--- src/rtl/core/uniform_range_quantizer_core_assert.svh ---
// Assertion helpers for the quantizer core RTL.
// Both sample on clk_i and are off while rst_ni is low.
`ifndef UNIFORM_RANGE_QUANTIZER_CORE_ASSERT_SVH
`define UNIFORM_RANGE_QUANTIZER_CORE_ASSERT_SVH

// pre and post in the same cycle
`define URQ_ASSERT_NOW(name, pre, post) \
  name: assert property (@(posedge clk_i) disable iff (!rst_ni) (pre) |-> (post)) \
    else $error("quantizer check failed");

// post in the cycle after pre
`define URQ_ASSERT_NEXT(name, pre, post) \
  name: assert property (@(posedge clk_i) disable iff (!rst_ni) (pre) |=> (post)) \
    else $error("quantizer check failed");

`endif

--- src/rtl/core/urq_pkg.sv ---
`default_nettype none

package urq_pkg;

  localparam int DEF_SAMPLE_BITS = 16;
  localparam int DEF_MAX_LEVELS  = 256;
  localparam int DEF_FRAC_BITS   = 8;

  localparam int FUNC_W     = 2;
  localparam int VALUE_W    = 24;
  localparam int LEVEL_W    = 8;
  localparam int STEP_W     = 24;
  localparam int CFG_IDX_W  = 3;
  localparam int LC_FIELD_W = 16;  // level_count bits kept from a write, before clamping

  localparam logic [FUNC_W-1:0] FUNC_CLEAR    = 2'd0;
  localparam logic [FUNC_W-1:0] FUNC_MEASURE  = 2'd1;
  localparam logic [FUNC_W-1:0] FUNC_QUANTIZE = 2'd2;

  localparam logic [CFG_IDX_W-1:0] REG_LEVEL_COUNT = 3'd0;
  localparam logic [CFG_IDX_W-1:0] REG_LEFT_MODE   = 3'd1;
  localparam logic [CFG_IDX_W-1:0] REG_FORCE_RANGE = 3'd2;
  localparam logic [CFG_IDX_W-1:0] REG_FORCED_LOW  = 3'd3;
  localparam logic [CFG_IDX_W-1:0] REG_FORCED_HIGH = 3'd4;

  typedef enum logic [3:0] {
    ST_IDLE,
    ST_PREP,
    ST_LVL_MUL,
    ST_LVL_GO,
    ST_LVL_WAIT,
    ST_STEP_GO,
    ST_STEP_WAIT,
    ST_VAL_MUL,
    ST_VAL_GO,
    ST_VAL_WAIT,
    ST_OUT
  } urq_state_e;

endpackage

`default_nettype wire

--- src/rtl/core/urq_regs.sv ---
`default_nettype none

// Config registers and running min/max; presents the active range.
module urq_regs
  import urq_pkg::*;
#(
  parameter int SAMPLE_BITS = DEF_SAMPLE_BITS,
  parameter int MAX_LEVELS  = DEF_MAX_LEVELS,
  localparam int CFG_W = (SAMPLE_BITS > LC_FIELD_W) ? SAMPLE_BITS : LC_FIELD_W,
  localparam int LCW   = $clog2(MAX_LEVELS + 1)
) (
  input  logic                          clk_i,
  input  logic                          rst_ni,
  input  logic                          cfg_we_i,
  input  logic [CFG_IDX_W-1:0]          cfg_index_i,
  input  logic [CFG_W-1:0]              cfg_data_i,
  input  logic                          clear_i,
  input  logic                          measure_i,
  input  logic signed [SAMPLE_BITS-1:0] sample_i,
  output logic signed [SAMPLE_BITS-1:0] lo_o,
  output logic signed [SAMPLE_BITS-1:0] hi_o,
  output logic [LCW-1:0]                levels_o,
  output logic                          left_mode_o
);

  localparam logic signed [SAMPLE_BITS-1:0] S_MAX = {1'b0, {(SAMPLE_BITS-1){1'b1}}};
  localparam logic signed [SAMPLE_BITS-1:0] S_MIN = {1'b1, {(SAMPLE_BITS-1){1'b0}}};

  logic [LCW-1:0]                levels_q, levels_d;
  logic                          left_q, force_q;
  logic signed [SAMPLE_BITS-1:0] flo_q, fhi_q, seen_lo_q, seen_hi_q;
  logic [LC_FIELD_W-1:0]         lc_raw;

  // level count is clamped on write: zero acts as one, overrange saturates
  assign lc_raw = cfg_data_i[LC_FIELD_W-1:0];
  always_comb begin
    if (lc_raw == '0) begin
      levels_d = LCW'(1);
    end else if (lc_raw > LC_FIELD_W'(MAX_LEVELS)) begin
      levels_d = LCW'(MAX_LEVELS);
    end else begin
      levels_d = LCW'(lc_raw);
    end
  end

  always_ff @(posedge clk_i or negedge rst_ni) begin
    if (!rst_ni) begin
      levels_q  <= LCW'(2);
      left_q    <= 1'b0;
      force_q   <= 1'b0;
      flo_q     <= '0;
      fhi_q     <= '0;
      seen_lo_q <= S_MAX;
      seen_hi_q <= S_MIN;
    end else begin
      if (cfg_we_i) begin
        case (cfg_index_i)
          REG_LEVEL_COUNT: levels_q <= levels_d;
          REG_LEFT_MODE:   left_q   <= cfg_data_i[0];
          REG_FORCE_RANGE: force_q  <= cfg_data_i[0];
          REG_FORCED_LOW:  flo_q    <= $signed(cfg_data_i[SAMPLE_BITS-1:0]);
          REG_FORCED_HIGH: fhi_q    <= $signed(cfg_data_i[SAMPLE_BITS-1:0]);
          default: ;
        endcase
      end
      if (clear_i) begin
        seen_lo_q <= S_MAX;
        seen_hi_q <= S_MIN;
      end else if (measure_i) begin
        if (sample_i < seen_lo_q) seen_lo_q <= sample_i;
        if (sample_i > seen_hi_q) seen_hi_q <= sample_i;
      end
    end
  end

  assign lo_o        = force_q ? flo_q : seen_lo_q;
  assign hi_o        = force_q ? fhi_q : seen_hi_q;
  assign levels_o    = levels_q;
  assign left_mode_o = left_q;

endmodule

`default_nettype wire

--- src/rtl/core/urq_div.sv ---
`default_nettype none

// Restoring divider, one quotient bit per cycle.
// Caller supplies the upper part of the dividend in rem_i (must be < den_i)
// and the remaining count_i dividend bits MSB-aligned in bits_i.
module urq_div
  import urq_pkg::*;
#(
  parameter int DEN_W = DEF_SAMPLE_BITS,
  parameter int Q_W   = DEF_SAMPLE_BITS + DEF_FRAC_BITS,
  localparam int CNT_W = $clog2(Q_W + 1)
) (
  input  logic             clk_i,
  input  logic             rst_ni,
  input  logic             start_i,
  input  logic [CNT_W-1:0] count_i,
  input  logic [DEN_W-1:0] den_i,
  input  logic [DEN_W-1:0] rem_i,
  input  logic [Q_W-1:0]   bits_i,
  output logic             busy_o,
  output logic [Q_W-1:0]   quot_o
);

  logic             busy_q;
  logic [CNT_W-1:0] cnt_q;
  logic [DEN_W-1:0] den_q, rem_q;
  logic [Q_W-1:0]   quot_q;
  logic [DEN_W:0]   trial, diff;
  logic             fits;

  assign trial = {rem_q, quot_q[Q_W-1]};
  assign fits  = trial >= {1'b0, den_q};
  assign diff  = trial - {1'b0, den_q};

  always_ff @(posedge clk_i or negedge rst_ni) begin
    if (!rst_ni) begin
      busy_q <= 1'b0;
      cnt_q  <= '0;
    end else if (start_i) begin
      busy_q <= 1'b1;
      cnt_q  <= count_i;
    end else if (busy_q) begin
      cnt_q <= cnt_q - CNT_W'(1);
      if (cnt_q == CNT_W'(1)) busy_q <= 1'b0;
    end
  end

  always_ff @(posedge clk_i) begin
    if (start_i) begin
      den_q  <= den_i;
      rem_q  <= rem_i;
      quot_q <= bits_i;
    end else if (busy_q) begin
      rem_q  <= fits ? diff[DEN_W-1:0] : trial[DEN_W-1:0];
      quot_q <= {quot_q[Q_W-2:0], fits};
    end
  end

  assign busy_o = busy_q;
  assign quot_o = quot_q;

endmodule

`default_nettype wire

--- src/rtl/core/uniform_range_quantizer_core.sv ---
// Uniform min/max quantizer for signed samples. An input transfer carries a
// function code and a sample: clear resets the measured range, measure folds
// the sample into the running min/max, and neither produces a result; code 3
// is dropped. Quantize uses the forced bounds (force_range=1) or the measured
// ones, picks level floor((x-lo)*L/(hi-lo)) clamped to 0..L-1 and returns
// value, level, step and an empty-range flag in one output transfer. A
// quantize keeps the input side busy until its result is loaded into the
// output register, including any wait for that register to free up. The
// work is done by the single restoring divider, which yields one quotient
// bit per cycle and runs up to three divisions per sample: the level
// division is skipped when the sample lies on or outside the range edges,
// and no division runs when the range is empty.
// in_ready_o is high only between quantize operations.
`default_nettype none

`include "uniform_range_quantizer_core_assert.svh"

module uniform_range_quantizer_core
  import urq_pkg::*;
#(
  parameter int SAMPLE_BITS = DEF_SAMPLE_BITS,
  parameter int MAX_LEVELS  = DEF_MAX_LEVELS,
  parameter int FRAC_BITS   = DEF_FRAC_BITS,
  localparam int CFG_W = (SAMPLE_BITS > LC_FIELD_W) ? SAMPLE_BITS : LC_FIELD_W
) (
  input  logic                          clk_i,
  input  logic                          rst_ni,
  // configuration write channel
  input  logic                          cfg_valid_i,
  output logic                          cfg_ready_o,
  input  logic [CFG_IDX_W-1:0]          cfg_index_i,
  input  logic [CFG_W-1:0]              cfg_data_i,
  // input channel
  input  logic                          in_valid_i,
  output logic                          in_ready_o,
  input  logic [FUNC_W-1:0]             func_i,
  input  logic signed [SAMPLE_BITS-1:0] sample_i,
  // result channel
  output logic                          out_valid_o,
  input  logic                          out_ready_i,
  output logic signed [VALUE_W-1:0]     value_q8_o,
  output logic [LEVEL_W-1:0]            level_index_o,
  output logic [STEP_W-1:0]             step_q8_o,
  output logic                          range_empty_o
);

  localparam int S     = SAMPLE_BITS;
  localparam int F     = FRAC_BITS;
  localparam int LCW   = $clog2(MAX_LEVELS + 1);  // holds L itself
  localparam int LW    = $clog2(MAX_LEVELS);      // holds a level index
  localparam int KW    = LCW + 1;                 // 2L and 2r+1
  localparam int DEN_W = (S > KW) ? S : KW;
  localparam int Q_W   = (S + F > LW) ? S + F : LW;
  localparam int CNT_W = $clog2(Q_W + 1);
  localparam int PW    = S + KW;
  localparam int VW    = S + F + 1;
  localparam int OW    = (VW > VALUE_W) ? VW : VALUE_W;
  localparam int SW    = (Q_W > STEP_W) ? Q_W : STEP_W;
  localparam int LVW   = (LW > LEVEL_W) ? LW : LEVEL_W;

  // ---------------------------------------------------------------------------
  // Handshakes
  // ---------------------------------------------------------------------------
  urq_state_e state_q, state_d;
  logic       in_fire;

  assign cfg_ready_o = 1'b1;            // registers take a write in any cycle
  assign in_ready_o  = (state_q == ST_IDLE);
  assign in_fire     = in_valid_i && in_ready_o;

  // ---------------------------------------------------------------------------
  // Range and config
  // ---------------------------------------------------------------------------
  logic signed [S-1:0] lo, hi;
  logic [LCW-1:0]      levels;
  logic                left_mode;

  urq_regs #(
    .SAMPLE_BITS (SAMPLE_BITS),
    .MAX_LEVELS  (MAX_LEVELS)
  ) u_regs (
    .clk_i       (clk_i),
    .rst_ni      (rst_ni),
    .cfg_we_i    (cfg_valid_i && cfg_ready_o),
    .cfg_index_i (cfg_index_i),
    .cfg_data_i  (cfg_data_i),
    .clear_i     (in_fire && (func_i == FUNC_CLEAR)),
    .measure_i   (in_fire && (func_i == FUNC_MEASURE)),
    .sample_i    (sample_i),
    .lo_o        (lo),
    .hi_o        (hi),
    .levels_o    (levels),
    .left_mode_o (left_mode)
  );

  // ---------------------------------------------------------------------------
  // Operand prep: range width, sample offset, position of x against the range
  // ---------------------------------------------------------------------------
  logic signed [S-1:0] x_q;
  logic [S-1:0]        dist_q, off_q;   // hi-lo and x-lo (the latter only when lo<x<hi)
  logic                empty_q, below_q, above_q;
  logic [LW-1:0]       lvl_q;
  logic [Q_W-1:0]      step_q;
  logic [PW-1:0]       prod_q;

  logic signed [S:0]   dist_w, off_w;
  logic [LCW-1:0]      levels_m1;

  assign dist_w    = (S+1)'(hi) - (S+1)'(lo);
  assign off_w     = (S+1)'(x_q) - (S+1)'(lo);
  assign levels_m1 = levels - LCW'(1);

  // ---------------------------------------------------------------------------
  // Shared multiplier: (x-lo)*L for the level, D*k for the value numerator
  // ---------------------------------------------------------------------------
  logic [S-1:0]  mul_a;
  logic [KW-1:0] mul_b, k_w;

  assign k_w   = left_mode ? KW'(lvl_q) : KW'({lvl_q, 1'b1});
  assign mul_a = (state_q == ST_LVL_MUL) ? off_q : dist_q;
  assign mul_b = (state_q == ST_LVL_MUL) ? KW'(levels) : k_w;

  // ---------------------------------------------------------------------------
  // Shared divider, loaded with a different operation in each GO state
  //   level: (x-lo)*L / D, LW bits
  //   step:  D*2^F / L,    S+F bits
  //   value: k*D*2^F / L (left) or / 2L (middle), S+F bits
  // ---------------------------------------------------------------------------
  logic             div_start, div_busy;
  logic [CNT_W-1:0] div_count;
  logic [DEN_W-1:0] div_den, div_rem;
  logic [Q_W-1:0]   div_bits, div_quot;

  always_comb begin
    div_start = 1'b0;
    div_count = '0;
    div_den   = '0;
    div_rem   = '0;
    div_bits  = '0;
    case (state_q)
      ST_LVL_GO: begin
        div_start = 1'b1;
        div_count = CNT_W'(LW);
        div_den   = DEN_W'(dist_q);
        div_rem   = DEN_W'(prod_q >> LW);
        div_bits  = Q_W'(prod_q[LW-1:0]) << (Q_W - LW);
      end
      ST_STEP_GO: begin
        div_start = 1'b1;
        div_count = CNT_W'(S + F);
        div_den   = DEN_W'(levels);
        div_bits  = Q_W'(dist_q) << (Q_W - S);
      end
      ST_VAL_GO: begin
        div_start = 1'b1;
        div_count = CNT_W'(S + F);
        div_den   = left_mode ? DEN_W'(levels) : DEN_W'({levels, 1'b0});
        div_rem   = DEN_W'(prod_q >> S);
        div_bits  = Q_W'(prod_q[S-1:0]) << (Q_W - S);
      end
      default: ;
    endcase
  end

  urq_div #(
    .DEN_W (DEN_W),
    .Q_W   (Q_W)
  ) u_div (
    .clk_i   (clk_i),
    .rst_ni  (rst_ni),
    .start_i (div_start),
    .count_i (div_count),
    .den_i   (div_den),
    .rem_i   (div_rem),
    .bits_i  (div_bits),
    .busy_o  (div_busy),
    .quot_o  (div_quot)
  );

  // ---------------------------------------------------------------------------
  // Sequencer
  // ---------------------------------------------------------------------------
  logic out_valid_q, out_load;

  always_comb begin
    state_d  = state_q;
    out_load = 1'b0;
    case (state_q)
      ST_IDLE: begin
        if (in_fire && (func_i == FUNC_QUANTIZE)) state_d = ST_PREP;
      end
      ST_PREP: begin
        if (hi <= lo) begin
          state_d = ST_OUT;
        end else if ((x_q <= lo) || (x_q >= hi)) begin
          state_d = ST_STEP_GO;
        end else begin
          state_d = ST_LVL_MUL;
        end
      end
      ST_LVL_MUL:  state_d = ST_LVL_GO;
      ST_LVL_GO:   state_d = ST_LVL_WAIT;
      ST_LVL_WAIT: begin
        if (!div_busy) state_d = ST_STEP_GO;
      end
      ST_STEP_GO:  state_d = ST_STEP_WAIT;
      ST_STEP_WAIT: begin
        if (!div_busy) state_d = ST_VAL_MUL;
      end
      ST_VAL_MUL:  state_d = ST_VAL_GO;
      ST_VAL_GO:   state_d = ST_VAL_WAIT;
      ST_VAL_WAIT: begin
        if (!div_busy) state_d = ST_OUT;
      end
      ST_OUT: begin
        // hold here until the output register is free
        if (!out_valid_q || out_ready_i) begin
          out_load = 1'b1;
          state_d  = ST_IDLE;
        end
      end
      default: state_d = ST_IDLE;
    endcase
  end

  always_ff @(posedge clk_i or negedge rst_ni) begin
    if (!rst_ni) begin
      state_q <= ST_IDLE;
    end else begin
      state_q <= state_d;
    end
  end

  // datapath registers
  always_ff @(posedge clk_i) begin
    if (in_fire) x_q <= sample_i;
    if (state_q == ST_PREP) begin
      dist_q  <= dist_w[S-1:0];
      off_q   <= off_w[S-1:0];
      empty_q <= (hi <= lo);
      below_q <= (x_q <= lo);
      above_q <= (x_q >= hi);
      // out-of-range samples skip the level division
      if (x_q <= lo) begin
        lvl_q <= '0;
      end else begin
        lvl_q <= levels_m1[LW-1:0];
      end
    end
    if ((state_q == ST_LVL_MUL) || (state_q == ST_VAL_MUL)) prod_q <= PW'(mul_a * mul_b);
    if ((state_q == ST_LVL_WAIT) && !div_busy) lvl_q  <= div_quot[LW-1:0];
    if ((state_q == ST_STEP_WAIT) && !div_busy) step_q <= div_quot;
  end

  // ---------------------------------------------------------------------------
  // Output register; the value quotient is read straight from the divider
  // ---------------------------------------------------------------------------
  logic signed [OW-1:0] base_w;
  logic [OW-1:0]        value_w;
  logic [SW-1:0]        step_w;
  logic [LVW-1:0]       lvl_w;

  assign base_w  = OW'(lo) <<< F;
  assign value_w = base_w + OW'(div_quot);
  assign step_w  = SW'(step_q);
  assign lvl_w   = LVW'(lvl_q);

  always_ff @(posedge clk_i or negedge rst_ni) begin
    if (!rst_ni) begin
      out_valid_q <= 1'b0;
    end else if (out_load) begin
      out_valid_q <= 1'b1;
    end else if (out_ready_i) begin
      out_valid_q <= 1'b0;
    end
  end

  always_ff @(posedge clk_i) begin
    if (out_load) begin
      if (empty_q) begin
        value_q8_o    <= base_w[VALUE_W-1:0];
        level_index_o <= '0;
        step_q8_o     <= '0;
        range_empty_o <= 1'b1;
      end else begin
        value_q8_o    <= value_w[VALUE_W-1:0];
        level_index_o <= lvl_w[LEVEL_W-1:0];
        step_q8_o     <= step_w[STEP_W-1:0];
        range_empty_o <= 1'b0;
      end
    end
  end

  assign out_valid_o = out_valid_q;

  // ---------------------------------------------------------------------------
  // Checks
  // ---------------------------------------------------------------------------
  `URQ_ASSERT_NOW(a_div_busy_in_wait, div_busy,
      (state_q == ST_LVL_WAIT) || (state_q == ST_STEP_WAIT) || (state_q == ST_VAL_WAIT))
  `URQ_ASSERT_NOW(a_level_in_range, (state_q == ST_LVL_WAIT) && !div_busy && !below_q && !above_q,
      div_quot < Q_W'(levels))
  `URQ_ASSERT_NEXT(a_result_not_overwritten, (state_q == ST_OUT) && out_valid_o && !out_ready_i,
      state_q == ST_OUT)
  `URQ_ASSERT_NOW(a_empty_result, out_valid_o && range_empty_o,
      (level_index_o == '0) && (step_q8_o == '0))

endmodule

`default_nettype wire
--- config.mk ---
export PLATFORM = sky130hd
export DESIGN_NAME = uniform_range_quantizer_core
export DESIGN_NICKNAME = d
export VERILOG_FILES = /design/src/rtl/core/urq_pkg.sv /design/src/rtl/core/urq_regs.sv /design/src/rtl/core/urq_div.sv /design/src/rtl/core/uniform_range_quantizer_core.sv
export VERILOG_INCLUDE_DIRS = /design/src /design/src/rtl/core
export SDC_FILE = /design/constraint.sdc
export NUM_CORES = 1
export LEC_CHECK = 0
export BUFFER_PORTS_ARGS = -buffer_cell sky130_fd_sc_hd__buf_2
export CAP_MARGIN = 20
export CORE_ASPECT_RATIO = 1.2
export CORE_MARGIN = 2
export CORE_UTILIZATION = 42
export DETAILED_ROUTE_END_ITERATION = 6
export GPL_TIMING_DRIVEN = 0
export PLACE_DENSITY = 0.68
export SLEW_MARGIN = 25
export SYNTH_ARGS = -nofsm -noshare
export SYNTH_HDL_FRONTEND = slang
export SYNTH_SLANG_ARGS = --single-unit
--- constraint.sdc ---
create_clock -name clk_i -period 6.9 [get_ports clk_i]
set_input_delay 0.69 -clock clk_i [delete_from_list [all_inputs] [get_ports clk_i]]
set_output_delay 0.69 -clock clk_i [all_outputs]
set_load 0.1 [all_outputs]
==> metrics.md, run 1 <==
| Metric | Value |
|---|---|
| Outcome | `complete, but fails checks` |
| Failing checks | `design-rule violations` |
| Crit path buffers/inverters | `4` |
| CP max stage delay | `just over 0.8 ns` |
| DP Area | `0.0226 mm²` |
| Gate Count Post-Synth | `~2k` |
| CP Cell Sequence | `buf_1, mux2i_1, o21ai_0, nand2_1, fa_1, fa_1, inv_1, fa_1, inv_1, fa_1, inv_1, ha_1, or3_1, o211a_1, a221o_1, a21oi_4, a21oi_2, a31oi_1, o41ai_2` |
| Worst path required time | `approximately 7 ns` |
| Slew Viols, Final | `0` |
| Yosys cell types | `93` |
| Min-Delay Path Class | `in2async` |
| Routed WL | `just under 60 mm` |
| Max_cap viols | `0` |
| Clk slew on worst S/H paths | `roughly 0.06 ns` |
| Synthesized area per cell | `between 10 and 15 µm²` |
| Drt initial violations | `roughly 1.4k` |
| DP HPWL | `approximately 46 mm` |
| Die area | `approximately 0.052 mm²` |
| Fillers | `around 4.6k` |
| #FFs+latches synth | `slightly above 300` |
| Port buffer count | `about 100` |
| Highest-delay cell along the critical path | `o21ai_0` |
| First-pass GRT wire length | `approximately 90 mm` |
| Mapped Area | `between 0.02 and 0.025 mm²` |
| Cell area after layout | `approximately 0.024 mm²` |
| Warning count from the yosys run | `0` |
| Met3 WL post-DR | `about 3.1 mm` |
| Share of cells above drive strength 1 | `between 10% and 20%` |
| Core Rows | `90` |
| Total CTS buffers | `34` |
| Delay-heaviest family, CP | `adder cells` |
| Die W | `209 µm` |
| Largest net degree at the start of global routing | `59` |
| CP max FO | `10` |
| Pre-CTS setup slack | `-0.114 ns` |
| Crit path kind | `reg2reg` |
| Final hold vios | `0` |
| Synth top area share | `a little under a third` |
| Ys async rst share | `between 20% and 30%` |
| Via count | `around 15k` |
| Largest cells by area after synthesis | `edfxtp_1 (31%), fa_1 (9.8%), ha_1 (9.4%)` |
| Drt drc | `5` |
| Grt ovf | `0` |
| Synth area leader | `edfxtp_1` |
| Synth-to-layout area growth | `12.4%` |
| Drt via density | `roughly 5.5` |
| Sequential element share of the synthesized area | `between 40 and 50%` |
| GRT Total Usage | `a little under a quarter` |
| Worst setup margin | `~0.27 ns` |
| Relative slew slack | `around 25%` |
| Final setup viols | `0` |
| Clk sinks | `~310` |
| Initial antenna violation count | `0` |
| Worst-Skew Late Latency | `0.55 ns` |
| Layout Nets | `around 2.4k` |
| Vias in the first global route | `about 16k` |
| Core Region | `about 0.05 mm²` |
| Top Layer Used | `met4` |
| Starting Density | `between 40% and 50%` |
| DR pass1 iterations | `7` |
| Root Buffer | `clkbuf_16` |
| Critical path startpoint category | `flip-flop` |
| Period Utilization, post-route | `approximately 96%` |
| Syn Nets | `approximately 2.3k` |
| Crit path capture type | `flip-flop` |
| WL met1 | `about 23 mm` |
| CTS tree | `yes` |
| Fmax | `~150 MHz` |
| I/O pin count | `between 100 and 150` |
| Min Tclk post-route | `around 6.6 ns` |
| WL/cell | `20.8 µm` |
| Routed length on met2 | `29.8 mm` |
| H-tree level count | `2` |
| Post-synth EDFFs | `about 220` |
| Fin Clk Skew | `just under 0.03 ns` |
| Main synth FF type | `edfxtp_1` |
| GPL Wtd Cong | `0.937` |
| ANT nets after route | `0` |
| Worst Path Arrival | `6.90 ns` |
| Worst-margin pin slew | `roughly 1.1 ns` |
| DIE HEIGHT | `approximately 250 µm` |
| Most used cell, CP | `fa_1` |
| Clk buf depth | `3` |
flip-flops by register name (all words and copies together), names as in the netlist, 9 cells and up:
| register | cells |
|---|---|
| off_q | 16 |
| prod_q | 25 |
| u_regs.fhi_q | 16 |
| dist_q | 16 |
| u_div.quot_o | 24 |
| u_regs.flo_q | 16 |
| step_q | 24 |
| step_q8_o | 24 |
| u_div.den_q | 16 |
| u_div.rem_q | 16 |
| u_regs.levels_o | 9 |
| u_regs.seen_hi_q | 16 |
| x_q | 16 |
| value_q8_o | 24 |
| u_regs.seen_lo_q | 16 |
kinds of logic after synthesis:
logic type | after synthesis | share of synthesized area [%]
buffers and inverters | 328 | 6.08
other | 1 | 0.0178
AOI/OAI and AO/OA | 383 | 13.0
adders and majority gates | 261 | 19.1
and+or+nand+nor | 530 | 11.9
muxes | 109 | 5.48
xor gates and xnor gates | 73 | 3.03
DFF | 305 | 41.4
synth_stat cells, drive strengths merged, types with 52 or more instances:
| cell | count |
|---|---|
| mux2i | 56 |
| o21ai | 80 |
| nor2b | 52 |
| xnor2 | 56 |
| dfrtp | 69 |
| edfxtp | 219 |
| a21oi | 76 |
| mux2 | 53 |
| inv | 263 |
| fa | 103 |
| nand2 | 197 |
| ha | 158 |
| nor2 | 149 |
worst paths after layout:
| kind | startpoint | cells after the start | to | slack [ns] |
|---|---|---|---|---|
| hold / removal | rst_ni | 1 | u_regs.seen_hi_q[11]$_DFFE_PN0P_ | 0.03 |
| setup / recovery | u_regs.left_mode_o$_DFFE_PN0P_ | 19 | prod_q[23]$_DFFE_PP_ | 0.27 |
| max in group asynchronous | rst_ni | 2 | u_regs.seen_lo_q[0]$_DFFE_PN1P_ | 6.22 |
| min in group clk_i | sample_i[0] | 1 | x_q[0]$_DFFE_PP_ | 0.41 |
| setup reg to reg | u_regs.left_mode_o$_DFFE_PN0P_ | 19 | prod_q[23]$_DFFE_PP_ | 0.27 |
| hold reg to reg | u_regs.fhi_q[10]$_DFFE_PN0P_ | 1 | u_regs.fhi_q[10]$_DFFE_PN0P_ | 0.51 |
per-layer routing:
| layer | up-vias | track usage [%] |
|---|---|---|
| met3 | 119 | 3.44 |
| li1 | 7223 | - |
| met4 | 0 | 8.10 |
| met2 | 467 | 40.5 |
| met5 | - | 0 |
| met1 | 7660 | 27.6 |
per-stage QoR:
| step | util, % | hold WS (ns) | setup TNS (ns) | cells |
|---|---|---|---|---|
| finish | 47.5 | 0.0299 | 0 | 2805 |
| global route | 47.5 | 0.0372 | -0.00429 | 2804 |
| CTS | 47.3 | 0.0227 | 0 | 2803 |
| detailed placement | 45.1 | 0.496 | -0.195 | 2743 |
| global placement | 44.8 | 0.484 | -12.44 | 2733 |
| floorplan | - | 0.394 | 0 | 1990 |
cells in the final DEF, fill, tap and decap left out, types with 42 or more instances in the layout:
cell      synthesis  final
inv_1           261    260
edfxtp_1        219    219
nand2_1         197    197
ha_1            158    158
nor2_1          147    147
buf_2            16    110
fa_1            103    103
a21oi_1          72     69
dfrtp_1          69     69
xnor2_1          56     56
nor2b_1          52     52
mux2_2           51     51
mux2i_1          56     47
o21ai_0          47     42
repair_timing:
action                     in CTS  in global routing
resized for setup               7                 22
setup endpoints to repair       3                  6
pin swaps                       0                  1
hold buffers                    0                  0
buffers inserted                0                  4
layout make-up:
class / count / area (µm²) / area share, %
inverter: 263 / 987 / 4.16
clock buffer: 46 / 968 / 4.08
sequential: 305 / 8750 / 36.9
multi-input combinational: 1357 / 11200 / 47.1
antenna: 1 / 2.50 / 0.0105
clock inverter: 14 / 98.8 / 0.416
buffer: 62 / 299 / 1.26
tap: 644 / 806 / 3.39
timing repair buffer: 113 / 647 / 2.72
Power of run 1 is left out: the tool's default activity adds up to more than one toggle a clock period on the data nets, which glitch-free logic cannot reach.
==> run 2: changes to the inputs <==
- SYNTH_HIERARCHICAL: unset -> 1
==> run 2 against run 1 <==
Net effect: the flow now finishes without violations; synthesized area grew 4.1%; first-iteration DRC count shrank 20%; setup slack gained 0.032 ns; routed wire length grew 5.7%; largest cell class unchanged.
==> metrics.md, run 2 <==
| Metric | Value |
|---|---|
| Outcome | `finished, final reports clean` |
| Synth area leader | `edfxtp_1` |
| Starting Density | `42.6%` |
| Max_cap viols | `0` |
| #FFs+latches synth | `between 300 and 400` |
| WL/cell | `20.4 µm` |
| Initial antenna violation count | `0` |
| Core Rows | `91` |
| Final hold vios | `0` |
| Pre-CTS setup slack | `-0.000664 ns` |
| ANT nets after route | `0` |
| Vias in the first global route | `17.0k` |
| First-pass GRT wire length | `94.5 mm` |
| Clk buf depth | `3` |
| Synth top area share | `roughly 30%` |
| Warning count from the yosys run | `6` |
| Post-route setup TNS | `0 ns` |
| CP max FO | `10` |
| Fin Clk Skew | `between 0.015 and 0.02 ns` |
| Top reg by flops | `prod_q` |
| Via count | `16.8k` |
| Top-count cell post-synth | `inv_1` |
| Grt ovf | `0` |
| I/O pin count | `around 100` |
| Gate Count Post-Synth | `approximately 2.1k` |
| Most frequent cells in the layout | `inv_1 (261), nand2_1 (226), edfxtp_1 (219), ha_1 (158), nor2_1 (150)` |
| GPL Wtd Cong | `between 0.9 and 1` |
| DR pass1 iterations | `6` |
| Most common cell after layout, fill and taps aside | `inv_1` |
| Share of cells above drive strength 1 | `about 14%` |
| Hold WS | `around 0.025 ns` |
| Relative slew slack | `about 33%` |
| H-tree level count | `2` |
| Multi-input gate area | `approximately 0.012 mm²` |
| Worst path required time | `roughly 7.2 ns` |
| Drt drc | `0` |
| Min-Delay Path Class | `in2async` |
| Clk slew on worst S/H paths | `0.06 ns` |
| Crit path capture type | `flip-flop` |
| Sequential element share of the synthesized area | `~40%` |
| Port buffer count | `100` |
| R2r setup slk | `approximately 0.30 ns` |
| Drt via density | `5.57` |
| CTS tree | `yes` |
| Largest net degree at the start of global routing | `59` |
| Synthesized area per cell | `just over 10 µm²` |
| Max reg flops | `25` |
| Die W | `213 µm` |
| DIE HEIGHT | `roughly 250 µm` |
| Final setup viols | `0` |
| Period Utilization, post-route | `95.6%` |
| Routed WL | `just over 60 mm` |
| Fillers | `4,796` |
| Hold Buf Count CTS | `0` |
| DP HPWL | `49.7 mm` |
| Fmax | `approximately 150 MHz` |
| Reg area | `between 0.008 and 0.009 mm²` |
| Worst Path Arrival | `around 6.9 ns` |
| Placed cells | `between 2k and 3k` |
| Die area | `0.0542 mm²` |
| Slew Viols, Final | `0` |
| Crit path kind | `reg2reg` |
| Total CTS buffers | `35` |
| ANT cells | `0` |
| Critical path startpoint category | `flip-flop` |
| Largest cells by area after synthesis | `edfxtp_1 (30%), fa_1 (9.4%), ha_1 (9.0%)` |
| Synth-to-layout area growth | `12.2%` |
| Min Tclk post-route | `about 6.6 ns` |
| Worst setup margin | `0.302 ns` |
| Post-synth EDFFs | `roughly 220` |
| Main synth FF type | `edfxtp_1` |
| Yosys cell types | `between 90 and 100` |
| GRT Total Usage | `between 20% and 30%` |
| Drt initial violations | `1,108` |
| Ys async rst share | `28.2%` |
| Worst-Skew Late Latency | `roughly 0.55 ns` |
| Mapped Area | `between 0.02 and 0.025 mm²` |
| Layout Nets | `~2.6k` |
| Non-Filler Instances | `roughly 3k` |
| Root Buffer | `clkbuf_16` |
| Core Region | `~0.052 mm²` |
| Worst-margin pin slew | `a little under 1 ns` |
| Clk sinks | `305` |
| Synth cell count leaders | `inv_1 (262), nand2_1 (227), edfxtp_1 (219), ha_1 (158), nor2_1 (150)` |
==> run 2: layout make-up <==
cell class	instances	share of cell area, %
Tap cell	697	3.53
Clock buffer	50	3.94
Sequential cell	305	35.5
Multi-Input combinational cell	1501	48.5
Inverter	263	4.00
Clock inverter	13	0.548
Buffer	78	1.60
Timing Repair Buffer	107	2.43
==> run 2: kinds of logic (layout without fill, tap and decap cells) <==
logic type                 count (synthesis)  in the layout  synth area share [%]
and+or+nand+nor                          624            624                  13.4
other                                      2             12                0.0341
buffers and inverters                    341            511                  6.27
muxes                                    119            119                  5.84
xor gates and xnor gates                  70             70                  2.79
adders and majority gates                261            261                  18.4
AOI/OAI and AO/OA                        415            415                  13.5
DFF                                      305            305                  39.8
==> run 2: final timing paths <==
kind,from,to,depth (start not counted)
setup reg to reg,state_q[0]$_DFFE_PN0P_,prod_q[23]$_DFFE_PP_,21
min in group clk_i,cfg_data_i[13],u_regs/fhi_q[13]$_DFFE_PN0P_,2
hold reg to reg,u_regs/fhi_q[0]$_DFFE_PN0P_,u_regs/fhi_q[0]$_DFFE_PN0P_,1
max in group asynchronous,rst_ni,u_regs/levels_o[1]$_DFFE_PN1P_,2
hold / removal,rst_ni,u_regs/flo_q[6]$_DFFE_PN0P_,1
setup / recovery,state_q[0]$_DFFE_PN0P_,prod_q[23]$_DFFE_PP_,21
==> run 2: through the flow <==
stage | util [%] | instance area (µm²)
after global placement | 45.4 | 23400
after CTS | 47.7 | 24600
after global routing | 47.8 | 24700
final | 47.8 | 24700
after detailed placement | 45.5 | 23500
after floorplan | - | 22000
==> run 2: worst max-delay path, cell delays in order, from the launching register on <==
cell	delay, ns
dfrtp_1	0.46
nand2b_1	0.25
nor3_4	0.26
buf_4	0.19
buf_2	0.21
o21a_1	0.22
clkbuf_1	0.51
nor2_1	0.15
fa_1	0.56
fa_1	0.47
fa_1	0.57
inv_1	0.07
fa_1	0.54
inv_1	0.05
ha_1	0.23
or3_1	0.39
o22ai_1	0.17
a21oi_2	0.11
a21oi_1	0.27
o21ai_1	0.19
a211oi_1	0.36
xnor2_1	0.11
==> run 2: routing by layer <==
metal | track usage, % | up-vias | routed length [µm]
li1 | - | 7810 | -
met1 | 27.0 | 8248 | 24300
met2 | 40.9 | 567 | 31100
met3 | 2.54 | 160 | 2850
met4 | 11.2 | 0 | 3300
met5 | 0 | - | 0
==> run 2: what timing repair did <==
action	in CTS	in global routing
resized for setup	1	14
hold endpoints to repair	0	0
buffers inserted	0	3
setup endpoints to repair	3	9
pin swaps	0	1
Power of run 2 is left out for the same reason.
==> run 3: changes to the inputs <==
- CTS_BUF_LIST: unset -> sky130_fd_sc_hd__clkbuf_4 sky130_fd_sc_hd__clkbuf_8
- HOLD_SLACK_MARGIN: unset -> 0.12
==> run 3 against run 2 <==
Net effect: non-clock buffer count stayed put; cell count is 1.0% higher; setup slack worse by 0.033 ns; global-route usage is 0.15 points lower; clock-buffer cell count is 22 higher; critical path depth stayed put; clock skew is 0.0016 ns lower; via count is 0.17% higher; critical path type unchanged.
==> metrics.md, run 3 (synthesis results as in run 2) <==
| Metric | Value |
|---|---|
| Outcome | `finished, final reports clean` |
| Cell area after layout | `between 0.02 and 0.025 mm²` |
| H-tree level count | `2` |
| WHS Path Cells | `2` |
| Final setup viols | `0` |
| Multi-input gate area | `0.0120 mm²` |
| DR pass1 iterations | `7` |
| DP Area | `approximately 0.023 mm²` |
| Drt initial violations | `1,084` |
| Die area | `0.0542 mm²` |
| Relative slew slack | `approximately a third` |
| Fillers | `4,809` |
| HP Start | `cfg_data_i[13]` |
| WL/cell | `~20 µm` |
| Synth-to-layout area growth | `12.1%` |
| Vias in the first global route | `about 17k` |
| Largest net degree at the start of global routing | `59` |
| Total CTS buffers | `50` |
| ANT cells | `0` |
| Worst-margin pin slew | `roughly 1.0 ns` |
| Drt drc | `0` |
| GRT Total Usage | `about 23%` |
| Starting Density | `a little over two fifths` |
| Reg2reg path depth | `21` |
| Crit path kind | `reg2reg` |
| Drt via density | `5.52` |
| Slew Viols, Final | `0` |
| First-pass GRT wire length | `94.4 mm` |
| Core Rows | `slightly above 90` |
| Final hold vios | `0` |
| Worst Path Arrival | `~7.0 ns` |
| Fmax | `between 150 and 200 MHz` |
| Setup repair after global routing missed its margin | `false` |
| Layout Nets | `roughly 2.6k` |
| Worst path required time | `~7.2 ns` |
| Initial antenna violation count | `0` |
| Min Tclk post-route | `between 6 and 7 ns` |
| Crit path capture type | `flip-flop` |
| Via count | `approximately 17k` |
| Worst-Skew Late Latency | `0.60 ns` |
| Critical path startpoint category | `flip-flop` |
| Hold WS | `approximately 0.36 ns` |
| Worst r2r src | `state_q[0]$_DFFE_PN0P_` |
| Clk buf depth | `3` |
| Reg area | `0.00875 mm²` |
| Core Region | `0.0516 mm²` |
| CP startpoint | `state_q[0]$_DFFE_PN0P_` |
| Port buffer count | `100` |
| Fin Clk Skew | `0.0161 ns` |
| Routed WL | `61.5 mm` |
| DP HPWL | `49.7 mm` |
| Post-route setup TNS | `0 ns` |
| Final Util | `47.8%` |
| Root Buffer | `clkbuf_8` |
| GPL Wtd Cong | `slightly below 1` |
| Share of cells above drive strength 1 | `about 15%` |
| Die W | `213 µm` |
| ANT nets after route | `0` |
| Max reg flops | `25` |
| Min-Delay Path Class | `in2reg` |
| Grt ovf | `0` |
| Clk sinks | `a little over 300` |
| Period Utilization, post-route | `just under 100%` |
| CP max FO | `10` |
| Clk slew on worst S/H paths | `approximately 0.060 ns` |
| Max_cap viols | `0` |
| CTS tree | `yes` |
| Top reg by flops | `prod_q` |
| Most common cell after layout, fill and taps aside | `inv_1` |
| I/O pin count | `between 100 and 150` |
| Most frequent cells in the layout | `inv_1 (261), nand2_1 (226), edfxtp_1 (219), ha_1 (158), nor2_1 (150)` |
| DIE HEIGHT | `~250 µm` |
run 3: cell count changes in the layout (fill, tap and decap cells not counted), sizes merged:
cell         before  now
bufinv            1    3
clkbuf          100  121
inv             264  265
dlygate4sd3       0    1
clkinv            9   15
run 3: metrics by stage:
stage / instances / setup slack, ns
CTS: 3043 / 0.133
detailed placement: 2948 / -0.000664
global placement: 2944 / 0.114
finish: 3045 / 0.268
global route: 3045 / 0.0144
floorplan: 2147 / 1.16
run 3: repair_timing:
item,4_1_cts,5_1_grt
hold buffers,1,0
setup buffers,0,3
setup endpoints to repair,3,8
pin swaps,0,1
gates resized for setup,1,15
hold endpoints to repair,19,0
run 3: final timing paths:
path,endpoint,slack [ns]
max in group asynchronous,u_regs/levels_o[1]$_DFFE_PN1P_,5.72
setup reg to reg,prod_q[23]$_DFFE_PP_,0.27
hold reg to reg,u_regs/flo_q[8]$_DFFE_PN0P_,0.51
hold / removal,u_regs/flo_q[13]$_DFFE_PN0P_,0.36
setup / recovery,prod_q[23]$_DFFE_PP_,0.27
min in group asynchronous,u_regs/flo_q[8]$_DFFE_PN0P_,0.54
run 3: metal layers:
layer / vias to the layer above / global-route usage [%] / wire length (µm)
met5: - / 0 / 0
li1: 7845 / - / -
met3: 153 / 2.49 / 2920
met4: 0 / 10.5 / 3040
met2: 589 / 40.9 / 31300
met1: 8227 / 26.9 / 24200
run 3: area by class of cell:
cell class | count | share of cell area, %
multi-input cells | 1501 | 48.5
flip-flops and latches | 305 | 35.5
inverters | 263 | 4.01
clock buffers | 72 | 3.54
well taps | 697 | 3.54
repair buffers | 108 | 2.47
plain buffers | 77 | 1.59
clock inverters | 22 | 0.812
run 3: critical path: stages, from the launching register on:
cell and delay (ns):
dfrtp_1 0.46, nand2b_1 0.25, nor3_4 0.26, buf_4 0.19, buf_2 0.21, o21a_1 0.22, clkbuf_1 0.51, nor2_1 0.15
fa_1 0.56, fa_1 0.47, fa_1 0.57, inv_1 0.07, fa_1 0.54, inv_1 0.05, ha_1 0.23, or3_1 0.39
o22ai_1 0.17, a21oi_2 0.11, a21oi_1 0.28, o21ai_1 0.19, a211oi_1 0.35, xnor2_1 0.11
Power of run 3 is left out for the same reason.
